===== src/rtl/rsc_pkg.sv =====
// Shared types, constants and symbol table functions for the RSA symbol cipher.
package rsc_pkg;

    localparam int DATA_W   = 32;
    localparam int MOD_W    = 32;
    localparam int CODE_W   = 7;
    localparam int STEP_W   = $clog2(DATA_W);
    localparam int ADDR_W   = 4;
    localparam int REG_IDX_W = 2;

    localparam logic [REG_IDX_W-1:0] REG_DIRECTION = 2'd0;
    localparam logic [REG_IDX_W-1:0] REG_EXPONENT  = 2'd1;
    localparam logic [REG_IDX_W-1:0] REG_MODULUS   = 2'd2;

    localparam logic [CODE_W-1:0] CODE_NONE  = 7'd0;
    localparam logic [CODE_W-1:0] CODE_FIRST = 7'd2;
    localparam logic [CODE_W-1:0] CODE_LAST  = 7'd66;

    localparam logic DIR_ENCRYPT = 1'b0;
    localparam logic DIR_DECRYPT = 1'b1;

    typedef enum logic [2:0] {
        ST_IDLE,
        ST_PREP,
        ST_REDUCE,
        ST_BASE,
        ST_CHECK,
        ST_MUL,
        ST_UPDATE,
        ST_FINISH
    } t_state;

    typedef struct packed {
        logic capture;
        logic load_reduce;
        logic set_base;
        logic zero_acc;
        logic load_mul;
        logic step;
        logic update;
        logic emit;
    } t_dp_cmd;

    typedef struct packed {
        logic char_ok;
        logic mod_small;
        logic cnt_last;
        logic exp_zero;
    } t_dp_status;

    function automatic logic [CODE_W-1:0] char_to_code(input logic [7:0] c);
        logic [7:0] t;
        t = 8'd0;
        case (c) inside
            [8'h62:8'h7A]: t = c - 8'h62 + 8'd2;
            8'h61:         t = 8'd27;
            8'h20:         t = 8'd28;
            [8'h41:8'h5A]: t = c - 8'h41 + 8'd29;
            8'h2C:         t = 8'd55;
            8'h2E:         t = 8'd56;
            8'h40:         t = 8'd57;
            8'h21:         t = 8'd58;
            8'h3F:         t = 8'd59;
            8'h29:         t = 8'd60;
            8'h28:         t = 8'd61;
            8'h2A:         t = 8'd62;
            8'h2D:         t = 8'd63;
            8'h5F:         t = 8'd64;
            8'h25:         t = 8'd65;
            8'h3A:         t = 8'd66;
            default:       t = 8'd0;
        endcase
        return t[CODE_W-1:0];
    endfunction

    function automatic logic [7:0] code_to_char(input logic [CODE_W-1:0] code);
        logic [7:0] k;
        logic [7:0] c;
        k = {1'b0, code};
        c = 8'd0;
        case (k) inside
            [8'd2:8'd26]:  c = k - 8'd2 + 8'h62;
            8'd27:         c = 8'h61;
            8'd28:         c = 8'h20;
            [8'd29:8'd54]: c = k - 8'd29 + 8'h41;
            8'd55:         c = 8'h2C;
            8'd56:         c = 8'h2E;
            8'd57:         c = 8'h40;
            8'd58:         c = 8'h21;
            8'd59:         c = 8'h3F;
            8'd60:         c = 8'h29;
            8'd61:         c = 8'h28;
            8'd62:         c = 8'h2A;
            8'd63:         c = 8'h2D;
            8'd64:         c = 8'h5F;
            8'd65:         c = 8'h25;
            8'd66:         c = 8'h3A;
            default:       c = 8'd0;
        endcase
        return c;
    endfunction

endpackage


===== src/rtl/rsc_modmul.sv =====
// Bit-serial interleaved modular multiplier, one multiplier bit per cycle while i_step is high.
module rsc_modmul (
    input  logic                      i_clk,
    input  logic                      i_load,
    input  logic                      i_step,
    input  logic [rsc_pkg::MOD_W-1:0]  i_a,
    input  logic [rsc_pkg::DATA_W-1:0] i_b,
    input  logic [rsc_pkg::MOD_W-1:0]  i_m,
    output logic [rsc_pkg::MOD_W-1:0]  o_p
);

    logic [rsc_pkg::MOD_W-1:0]  r_a;
    logic [rsc_pkg::DATA_W-1:0] r_b;
    logic [rsc_pkg::MOD_W-1:0]  r_acc;
    logic [rsc_pkg::MOD_W-1:0]  n_acc;

    logic [rsc_pkg::MOD_W+1:0] t;
    logic [rsc_pkg::MOD_W+1:0] m1;
    logic [rsc_pkg::MOD_W+1:0] m2;
    logic [rsc_pkg::MOD_W+1:0] d1;
    logic [rsc_pkg::MOD_W+1:0] d2;

    always_comb begin
        t  = {1'b0, r_acc, 1'b0} + {2'b00, (r_b[rsc_pkg::DATA_W-1] ? r_a : '0)};
        m1 = {2'b00, i_m};
        m2 = {1'b0, i_m, 1'b0};
        d1 = t - m1;
        d2 = t - m2;
        if (t >= m2) begin
            n_acc = d2[rsc_pkg::MOD_W-1:0];
        end else if (t >= m1) begin
            n_acc = d1[rsc_pkg::MOD_W-1:0];
        end else begin
            n_acc = t[rsc_pkg::MOD_W-1:0];
        end
    end

    always_ff @(posedge i_clk) begin
        if (i_load) begin
            r_a   <= i_a;
            r_b   <= i_b;
            r_acc <= '0;
        end else if (i_step) begin
            r_b   <= {r_b[rsc_pkg::DATA_W-2:0], 1'b0};
            r_acc <= n_acc;
        end
    end

    assign o_p = r_acc;

endmodule


===== src/rtl/rsc_datapath.sv =====
// Datapath: operand registers, two modular multipliers, step counter and result register.
module rsc_datapath (
    input  logic                       i_clk,
    input  logic                       i_rst_n,
    input  rsc_pkg::t_dp_cmd           i_cmd,
    output rsc_pkg::t_dp_status        o_status,
    input  logic [rsc_pkg::DATA_W-1:0] i_data_in,
    input  logic                       i_direction,
    input  logic [rsc_pkg::DATA_W-1:0] i_exponent,
    input  logic [rsc_pkg::MOD_W-1:0]  i_modulus,
    output logic                       o_result_valid,
    output logic [rsc_pkg::DATA_W-1:0] o_result_value
);

    logic [rsc_pkg::DATA_W-1:0] r_data;
    logic [rsc_pkg::DATA_W-1:0] r_exp;
    logic [rsc_pkg::MOD_W-1:0]  r_base;
    logic [rsc_pkg::MOD_W-1:0]  r_acc;
    logic [rsc_pkg::STEP_W-1:0] r_cnt;
    logic                       r_out_valid;
    logic [rsc_pkg::DATA_W-1:0] r_out_value;

    logic [rsc_pkg::CODE_W-1:0] code;
    logic [rsc_pkg::DATA_W-1:0] reduce_src;
    logic [rsc_pkg::DATA_W-1:0] base_ext;
    logic                       sq_load;
    logic [rsc_pkg::MOD_W-1:0]  sq_a;
    logic [rsc_pkg::DATA_W-1:0] sq_b;
    logic [rsc_pkg::MOD_W-1:0]  sq_p;
    logic [rsc_pkg::MOD_W-1:0]  ml_p;
    logic                       code_hit;
    logic                       n_out_valid;
    logic [rsc_pkg::DATA_W-1:0] n_out_value;

    always_comb begin
        code       = rsc_pkg::char_to_code(r_data[7:0]);
        reduce_src = (i_direction == rsc_pkg::DIR_DECRYPT) ? r_data : rsc_pkg::DATA_W'(code);
        base_ext   = rsc_pkg::DATA_W'(r_base);
        sq_load    = i_cmd.load_reduce | i_cmd.load_mul;
        sq_a       = i_cmd.load_reduce ? rsc_pkg::MOD_W'(1) : r_base;
        sq_b       = i_cmd.load_reduce ? reduce_src : base_ext;

        o_status.char_ok   = (i_direction == rsc_pkg::DIR_DECRYPT) ||
                             ((r_data[rsc_pkg::DATA_W-1:8] == '0) && (code != rsc_pkg::CODE_NONE));
        o_status.mod_small = i_modulus < rsc_pkg::MOD_W'(2);
        o_status.cnt_last  = r_cnt == rsc_pkg::STEP_W'(rsc_pkg::DATA_W - 1);
        o_status.exp_zero  = r_exp == '0;

        code_hit = (r_acc >= rsc_pkg::MOD_W'(rsc_pkg::CODE_FIRST)) &&
                   (r_acc <= rsc_pkg::MOD_W'(rsc_pkg::CODE_LAST));
        if (i_direction == rsc_pkg::DIR_DECRYPT) begin
            n_out_valid = i_cmd.emit & code_hit;
            n_out_value = rsc_pkg::DATA_W'(rsc_pkg::code_to_char(r_acc[rsc_pkg::CODE_W-1:0]));
        end else begin
            n_out_valid = i_cmd.emit;
            n_out_value = rsc_pkg::DATA_W'(r_acc);
        end
    end

    rsc_modmul u_square (
        .i_clk  (i_clk),
        .i_load (sq_load),
        .i_step (i_cmd.step),
        .i_a    (sq_a),
        .i_b    (sq_b),
        .i_m    (i_modulus),
        .o_p    (sq_p)
    );

    rsc_modmul u_multiply (
        .i_clk  (i_clk),
        .i_load (i_cmd.load_mul),
        .i_step (i_cmd.step),
        .i_a    (r_acc),
        .i_b    (base_ext),
        .i_m    (i_modulus),
        .o_p    (ml_p)
    );

    always_ff @(posedge i_clk) begin
        if (i_cmd.capture) begin
            r_data <= i_data_in;
            r_exp  <= i_exponent;
        end else if (i_cmd.update) begin
            r_exp  <= {1'b0, r_exp[rsc_pkg::DATA_W-1:1]};
        end
        if (i_cmd.set_base) begin
            r_base <= sq_p;
        end else if (i_cmd.update) begin
            r_base <= sq_p;
        end
        if (i_cmd.set_base) begin
            r_acc <= rsc_pkg::MOD_W'(1);
        end else if (i_cmd.zero_acc) begin
            r_acc <= '0;
        end else if (i_cmd.update && r_exp[0]) begin
            r_acc <= ml_p;
        end
        if (n_out_valid) begin
            r_out_value <= n_out_value;
        end
    end

    always_ff @(posedge i_clk) begin
        if (!i_rst_n) begin
            r_cnt       <= '0;
            r_out_valid <= 1'b0;
        end else begin
            if (sq_load) begin
                r_cnt <= '0;
            end else if (i_cmd.step) begin
                r_cnt <= r_cnt + rsc_pkg::STEP_W'(1);
            end
            r_out_valid <= n_out_valid;
        end
    end

    assign o_result_valid = r_out_valid;
    assign o_result_value = r_out_value;

endmodule


===== src/rtl/rsc_ctrl.sv =====
// Controller state machine sequencing reduction, square-and-multiply and result output.
module rsc_ctrl (
    input  logic                i_clk,
    input  logic                i_rst_n,
    input  logic                i_start,
    input  rsc_pkg::t_dp_status i_status,
    output rsc_pkg::t_dp_cmd    o_cmd,
    output logic                o_busy
);

    rsc_pkg::t_state r_state;
    rsc_pkg::t_state n_state;

    always_ff @(posedge i_clk) begin
        if (!i_rst_n) begin
            r_state <= rsc_pkg::ST_IDLE;
        end else begin
            r_state <= n_state;
        end
    end

    always_comb begin
        n_state = r_state;
        o_cmd   = '0;
        unique case (r_state)
            rsc_pkg::ST_IDLE: begin
                if (i_start) begin
                    o_cmd.capture = 1'b1;
                    n_state       = rsc_pkg::ST_PREP;
                end
            end
            rsc_pkg::ST_PREP: begin
                if (!i_status.char_ok) begin
                    n_state = rsc_pkg::ST_IDLE;
                end else if (i_status.mod_small) begin
                    o_cmd.zero_acc = 1'b1;
                    n_state        = rsc_pkg::ST_FINISH;
                end else begin
                    o_cmd.load_reduce = 1'b1;
                    n_state           = rsc_pkg::ST_REDUCE;
                end
            end
            rsc_pkg::ST_REDUCE: begin
                o_cmd.step = 1'b1;
                if (i_status.cnt_last) begin
                    n_state = rsc_pkg::ST_BASE;
                end
            end
            rsc_pkg::ST_BASE: begin
                o_cmd.set_base = 1'b1;
                n_state        = rsc_pkg::ST_CHECK;
            end
            rsc_pkg::ST_CHECK: begin
                if (i_status.exp_zero) begin
                    n_state = rsc_pkg::ST_FINISH;
                end else begin
                    o_cmd.load_mul = 1'b1;
                    n_state        = rsc_pkg::ST_MUL;
                end
            end
            rsc_pkg::ST_MUL: begin
                o_cmd.step = 1'b1;
                if (i_status.cnt_last) begin
                    n_state = rsc_pkg::ST_UPDATE;
                end
            end
            rsc_pkg::ST_UPDATE: begin
                o_cmd.update = 1'b1;
                n_state      = rsc_pkg::ST_CHECK;
            end
            rsc_pkg::ST_FINISH: begin
                o_cmd.emit = 1'b1;
                n_state    = rsc_pkg::ST_IDLE;
            end
            default: begin
                n_state = rsc_pkg::ST_IDLE;
            end
        endcase
    end

    assign o_busy = r_state != rsc_pkg::ST_IDLE;

endmodule


===== src/rtl/textbook_rsa_symbol_cipher.sv =====
// Top level of the per-symbol RSA cipher: register port, controller and datapath.
// A request is taken when start is high and busy is low; busy stays high until the
// request is done. The base is first reduced mod modulus, then each exponent bit up
// to the highest set one takes one pass of squaring and multiplying, which run side
// by side in two bit-serial modular multipliers, one bit per cycle while they step.
// A character outside the table, or a decrypted value that is no table code, gives
// no result. A result is shown for exactly one cycle on o_result_valid as busy drops;
// the receiver cannot stall it, and a new request may start in that same cycle.
module textbook_rsa_symbol_cipher (
    input  logic                       i_clk,
    input  logic                       i_rst_n,
    input  logic                       psel,
    input  logic                       penable,
    input  logic                       pwrite,
    input  logic [rsc_pkg::ADDR_W-1:0] paddr,
    input  logic [31:0]                pwdata,
    output logic [31:0]                prdata,
    output logic                       pready,
    input  logic                       start,
    output logic                       busy,
    input  logic [rsc_pkg::DATA_W-1:0] i_data_in,
    output logic                       o_result_valid,
    output logic [rsc_pkg::DATA_W-1:0] o_result_value
);

    logic                       r_direction;
    logic [rsc_pkg::DATA_W-1:0] r_exponent;
    logic [rsc_pkg::MOD_W-1:0]  r_modulus;

    logic [rsc_pkg::REG_IDX_W-1:0] reg_idx;
    logic                          wr_en;
    rsc_pkg::t_dp_cmd              cmd;
    rsc_pkg::t_dp_status           status;

    assign reg_idx = paddr[rsc_pkg::ADDR_W-1:2];
    assign wr_en   = psel & penable & pwrite & pready;
    assign pready  = 1'b1;

    always_ff @(posedge i_clk) begin
        if (!i_rst_n) begin
            r_direction <= 1'b0;
            r_exponent  <= rsc_pkg::DATA_W'(1);
            r_modulus   <= rsc_pkg::MOD_W'(2);
        end else if (wr_en) begin
            unique case (reg_idx)
                rsc_pkg::REG_DIRECTION: r_direction <= pwdata[0];
                rsc_pkg::REG_EXPONENT:  r_exponent  <= pwdata;
                rsc_pkg::REG_MODULUS:   r_modulus   <= pwdata[rsc_pkg::MOD_W-1:0];
                default: begin
                end
            endcase
        end
    end

    always_comb begin
        unique case (reg_idx)
            rsc_pkg::REG_DIRECTION: prdata = {31'd0, r_direction};
            rsc_pkg::REG_EXPONENT:  prdata = r_exponent;
            rsc_pkg::REG_MODULUS:   prdata = 32'(r_modulus);
            default:                prdata = '0;
        endcase
    end

    rsc_ctrl u_ctrl (
        .i_clk    (i_clk),
        .i_rst_n  (i_rst_n),
        .i_start  (start),
        .i_status (status),
        .o_cmd    (cmd),
        .o_busy   (busy)
    );

    rsc_datapath u_datapath (
        .i_clk          (i_clk),
        .i_rst_n        (i_rst_n),
        .i_cmd          (cmd),
        .o_status       (status),
        .i_data_in      (i_data_in),
        .i_direction    (r_direction),
        .i_exponent     (r_exponent),
        .i_modulus      (r_modulus),
        .o_result_valid (o_result_valid),
        .o_result_value (o_result_value)
    );

    a_start_busy: assert property (@(posedge i_clk) disable iff (!i_rst_n)
        (start && !busy) |=> busy)
        else $error("request accepted but block not busy");

    a_result_idle: assert property (@(posedge i_clk) disable iff (!i_rst_n)
        o_result_valid |-> (!busy || $past(start)))
        else $error("result shown while request still running");

    a_result_after_busy: assert property (@(posedge i_clk) disable iff (!i_rst_n)
        o_result_valid |-> $past(busy))
        else $error("result without a running request");

    a_decrypt_byte: assert property (@(posedge i_clk) disable iff (!i_rst_n)
        (o_result_valid && r_direction) |-> (o_result_value[rsc_pkg::DATA_W-1:8] == '0))
        else $error("decrypted result is not a byte");

endmodule


===== config.mk =====
export PLATFORM = sky130hd
export DESIGN_NAME = textbook_rsa_symbol_cipher
export DESIGN_NICKNAME = d
export VERILOG_FILES = /design/src/rtl/rsc_pkg.sv /design/src/rtl/rsc_modmul.sv /design/src/rtl/rsc_datapath.sv /design/src/rtl/rsc_ctrl.sv /design/src/rtl/textbook_rsa_symbol_cipher.sv
export SDC_FILE = /design/constraint.sdc
export NUM_CORES = 1
export LEC_CHECK = 0
export BUFFER_PORTS_ARGS = -buffer_cell sky130_fd_sc_hd__buf_4
export CAP_MARGIN = 20
export CORE_ASPECT_RATIO = 0.7
export CORE_MARGIN = 5
export CORE_UTILIZATION = 60
export DETAILED_ROUTE_END_ITERATION = 10
export PLACE_DENSITY = 0.78
export SKIP_CTS_REPAIR_TIMING = 1
export SLEW_MARGIN = 10
export SYNTH_ARGS = -nofsm -noshare
export SYNTH_HDL_FRONTEND = slang
export SYNTH_HIERARCHICAL = 1
export SYNTH_SLANG_ARGS = --single-unit

===== constraint.sdc =====
create_clock -name i_clk -period 10.05 [get_ports i_clk]
set_input_delay 2.01 -clock i_clk [delete_from_list [all_inputs] [get_ports i_clk]]
set_output_delay 2.01 -clock i_clk [all_outputs]
set_load 0.01 [all_outputs]

==> results.yml <==
cts:
  cts_root_buffer: "clkbuf_16"
  numClockSinks: 426
  clkLatencyLatePin_ps: 570
  numCtsBuffers: 43
  cts_tree: "built"
  htreeDepth: 2
  clk_pin_slew_ps: 60
  clk_path_buf_depth: 3
critical_path:
  slowest_stage: "edfxtp_1"
  cp_top_family: "compound AO/OA/AOI/OAI gates"
  worstPathRequired_ps: 10470
  reg2regPathDepth: 24
  cp_slowest_stage_delay_ps: 1010
  crit-reg2reg-launch: "u_datapath/u_multiply/r_b[31]"
  cp-end-kind: "flop"
  crit_chain: "and2_1, ha_1, inv_1, fa_1, nand2b_1, a2111oi_0, o21a_1, or2_2, a22o_1, a21o_1, a21oi_1, xnor2_1, ha_1, and4_1, and3_1, o21ai_0, o21ai_1, nand3_1, o311ai_1, or3_1, buf_4, mux2_2, o21ai_0, a211oi_1"
  worstPathMaxFanout: 32
  path_buf_inv: 2
  reg2reg_setup_slack_ps: 2520
  path_class: "flop to flop"
  worstSetupEndpoint: "u_datapath/u_multiply/o_p[21]"
  critical_path_depth: 24
  crit_start: "u_datapath/u_multiply/r_b[31]"
  start_kind: "flop"
  crit-reg2reg-capture: "u_datapath/u_multiply/o_p[21]"
  cp_data_arrival_time_ps: 7950
pwr:
  p_leak_nw: 12.4
  comb_power_share_pct: 62.5
  power_w: 0.0101
  netSwitchingFraction_pct: 47.1
  clkPwrFrac_pct: 15.6
  power.net_switching_w: 0.00475
  pwr-share-seq_pct: 21.9
  internal-power_w: 0.00533
  powerDensity_nw_per_um2: 315
  max-vdd-ir-drop_uv: 303
synthesis:
  yosys.area_share.simple_pct: 16.7
  synth_cell_type_count: 112
  ys_ff_latch: 426
  synth-edff-count: 256
  ys_warn_count: 6
  synth_xor_area_share_pct: 4.68
  synth_top_family_by_area: "compound AO/OA/AOI/OAI gates"
  netlist_area_um2: 29400
  async_reset_ff_share_pct: 0
  synth_fp_nets: 3407
  synth.area.mux_share_pct: 7.36
  syn_avg_cell_area_um2: 9.41
  ys_seq_area_share_pct: 37.8
  synth_ff_type: "edfxtp_1"
  syn_inst: 3120
  synth_compound_area_share_pct: 19.8
  synth_fa_ha_area_share_pct: 9.23
floorplanning:
  fp-row-count: 67
  die_h_um: 195
  fp.coreArea_um2: 48100
  dieArea_um2: 53500
  initial_utilization_pct: 61.0
  io_pins: 141
  die_w_um: 274
routing:
  viasPerCell: 6.42
  dr.first_iter.drc_count: 3110
  vias: 24800
  drt_pass1_iterations: 5
  drc: 0
  avgRoutedWirePerCell_um: 22.1
  totalWireLength_um: 85300
  ant_nets: 0
finish:
  area_delta_synth_final_pct: 9.10
  fin_nets: 3460
  diodes: 0
  fill_cells: 3914
  layout-drive-gt1-share_pct: 12.4
sta:
  max_freq_mhz: 133
  finalCritPeriodShare_pct: 75.0
  fin_skew_ps: 18.5
  slew_headroom_pct: 24.8
  rsz0062_at_grt: "false"
  min_period_ps: 7530
  tightest_slew_ps: 1130
  fin_tns_setup_ps: 0
  hold_viol_final: 0
  drv_slew: 0
  setup_viol: 0
global_routing:
  grt_max_degree: 97
  antenna_found_initial: 1
  grt-ovfl-total: 0
  grt.total_usage_pct: 30.7
  grt_pass1_wl_um: 132000
  grt_pass1_vias: 23000
place:
  dpl.hpwl_um: 64100
  gp_congestion: 0.964
  portBuffers: 137
worst_hold_path:
  hold_start: "u_datapath/u_square/o_p[13]"
  holdPathStages: 0
  hold_class: "flop to flop"
outcome:
  status: "finished, final reports clean"
run:
  cap_viol_max_count: 0
## power groups by stage
stage / Combinational, W / Sequential [W] / Clock (W)
2_1_floorplan: 0.00468 / 0.00215 / 0
3_3_place_gp: 0.00596 / 0.00224 / 0
3_5_place_dp: 0.00606 / 0.00224 / 0
4_1_cts: 0.00610 / 0.00220 / 0.00159
5_1_grt: 0.00682 / 0.00222 / 0.00168
6_report: 0.00630 / 0.00221 / 0.00157
## cell families after synthesis
kind of cell,count (synthesis)
buf+inv,297
other cells,1
xor+xnor,157
mux,202
flops,426
compound gates,852
simple gates,972
fa+ha+maj,213
## worst reg2reg max path, cell delays in order (launching register included)
cell,delay [ps]
edfxtp_1,1010
and2_1,250
ha_1,220
inv_1,70
fa_1,400
nand2b_1,190
a2111oi_0,500
o21a_1,200
or2_2,160
a22o_1,180
a21o_1,130
a21oi_1,70
xnor2_1,610
ha_1,310
and4_1,260
and3_1,220
o21ai_0,150
o21ai_1,210
nand3_1,170
o311ai_1,430
or3_1,400
buf_4,380
mux2_2,380
o21ai_0,360
a211oi_1,140
## synth_stat cells (13+ instances only)
master | number | area share, %
nand2_1 | 300 | 3.8
and2_1 | 83 | 1.8
nand4_1 | 31 | 0.66
mux2_2 | 107 | 4.1
o21a_1 | 23 | 0.59
nor4_1 | 39 | 0.83
nor3_1 | 51 | 0.87
dfxtp_1 | 170 | 12
mux2i_1 | 94 | 3.2
edfxtp_1 | 256 | 26
a31oi_1 | 39 | 0.83
inv_1 | 140 | 1.8
buf_2 | 32 | 0.55
nand3_1 | 84 | 1.4
o21ai_0 | 116 | 2.0
or3_1 | 15 | 0.32
o31ai_1 | 13 | 0.33
xnor2_1 | 101 | 3.0
a21o_1 | 108 | 2.8
a22o_1 | 34 | 1.0
a21boi_0 | 15 | 0.38
o211ai_1 | 23 | 0.59
xor2_1 | 56 | 1.7
nor2_1 | 164 | 2.1
nor2b_1 | 78 | 1.7
a311oi_1 | 21 | 0.63
nand2b_1 | 25 | 0.53
a211oi_1 | 37 | 0.95
o21bai_1 | 30 | 0.77
a21oi_1 | 225 | 3.8
clkbuf_1 | 101 | 1.3
o21ai_1 | 27 | 0.46
and3_1 | 28 | 0.60
ha_1 | 207 | 8.8
## layer usage
| layer | GRT usage (%) | wire (um) | vias up |
|---|---|---|---|
| met1 | 49.4 | 41200 | 12000 |
| met2 | 44.0 | 35300 | 1103 |
| met4 | 4.59 | 1030 | 0 |
| met5 | 0 | 0 | - |
| met3 | 5.04 | 7790 | 68 |
| li1 | - | - | 11600 |
## metrics by stage
stage          hold WS, ps  worst slack [ps]  cells  util [%]  area [um2]
2_1_floorplan          428              3070   3120         -       29400
3_3_place_gp           459              2900   3782      63.7       30700
3_5_place_dp           449              2730   3782      63.7       30700
4_1_cts                467              2720   3860      66.6       32000
5_1_grt                491              2080   3861      66.6       32000
6_report               468              2520   3861      66.6       32000
## area by class of cell
| class | instances | area (um2) | area share [%] |
|---|---|---|---|
| Sequential cell | 426 | 11100 | 34.6 |
| Multi-Input combinational cell | 2397 | 17000 | 53.1 |
| Clock buffer | 49 | 1140 | 3.56 |
| Clock inverter | 29 | 210 | 0.656 |
| Timing Repair Buffer | 162 | 1220 | 3.82 |
| Tap cell | 655 | 820 | 2.56 |
| Inverter | 143 | 537 | 1.68 |
## worst min-delay path by stage
stage                              endpoint  slack (ps)
6_report            u_datapath/base_ext[13]         470
5_1_grt             u_datapath/base_ext[16]         490
4_1_cts             u_datapath/base_ext[13]         470
3_5_place_dp        u_datapath/base_ext[13]         450
3_3_place_gp                 r_exponent[29]         460
2_1_floorplan  u_datapath/u_multiply/r_a[0]         430
## cells in the final DEF (no fill, tap or decap), drive strengths merged, types with 34 or more instances in the layout
cell / synthesis / layout
nand2: 301 / 301
edfxtp: 256 / 256
a21oi: 229 / 229
ha: 207 / 207
dfxtp: 170 / 170
nor2: 166 / 166
buf: 53 / 162
inv: 142 / 144
o21ai: 144 / 144
a21o: 108 / 108
mux2: 108 / 108
xnor2: 101 / 101
mux2i: 94 / 94
nand3: 84 / 84
and2: 84 / 84
nor2b: 78 / 78
xor2: 56 / 56
nor3: 53 / 53
clkbuf: 101 / 49
a31oi: 40 / 40
nor4: 40 / 40
a211oi: 39 / 39
a22o: 34 / 34
No activity file was read; power rests on OpenSTA's default activity.
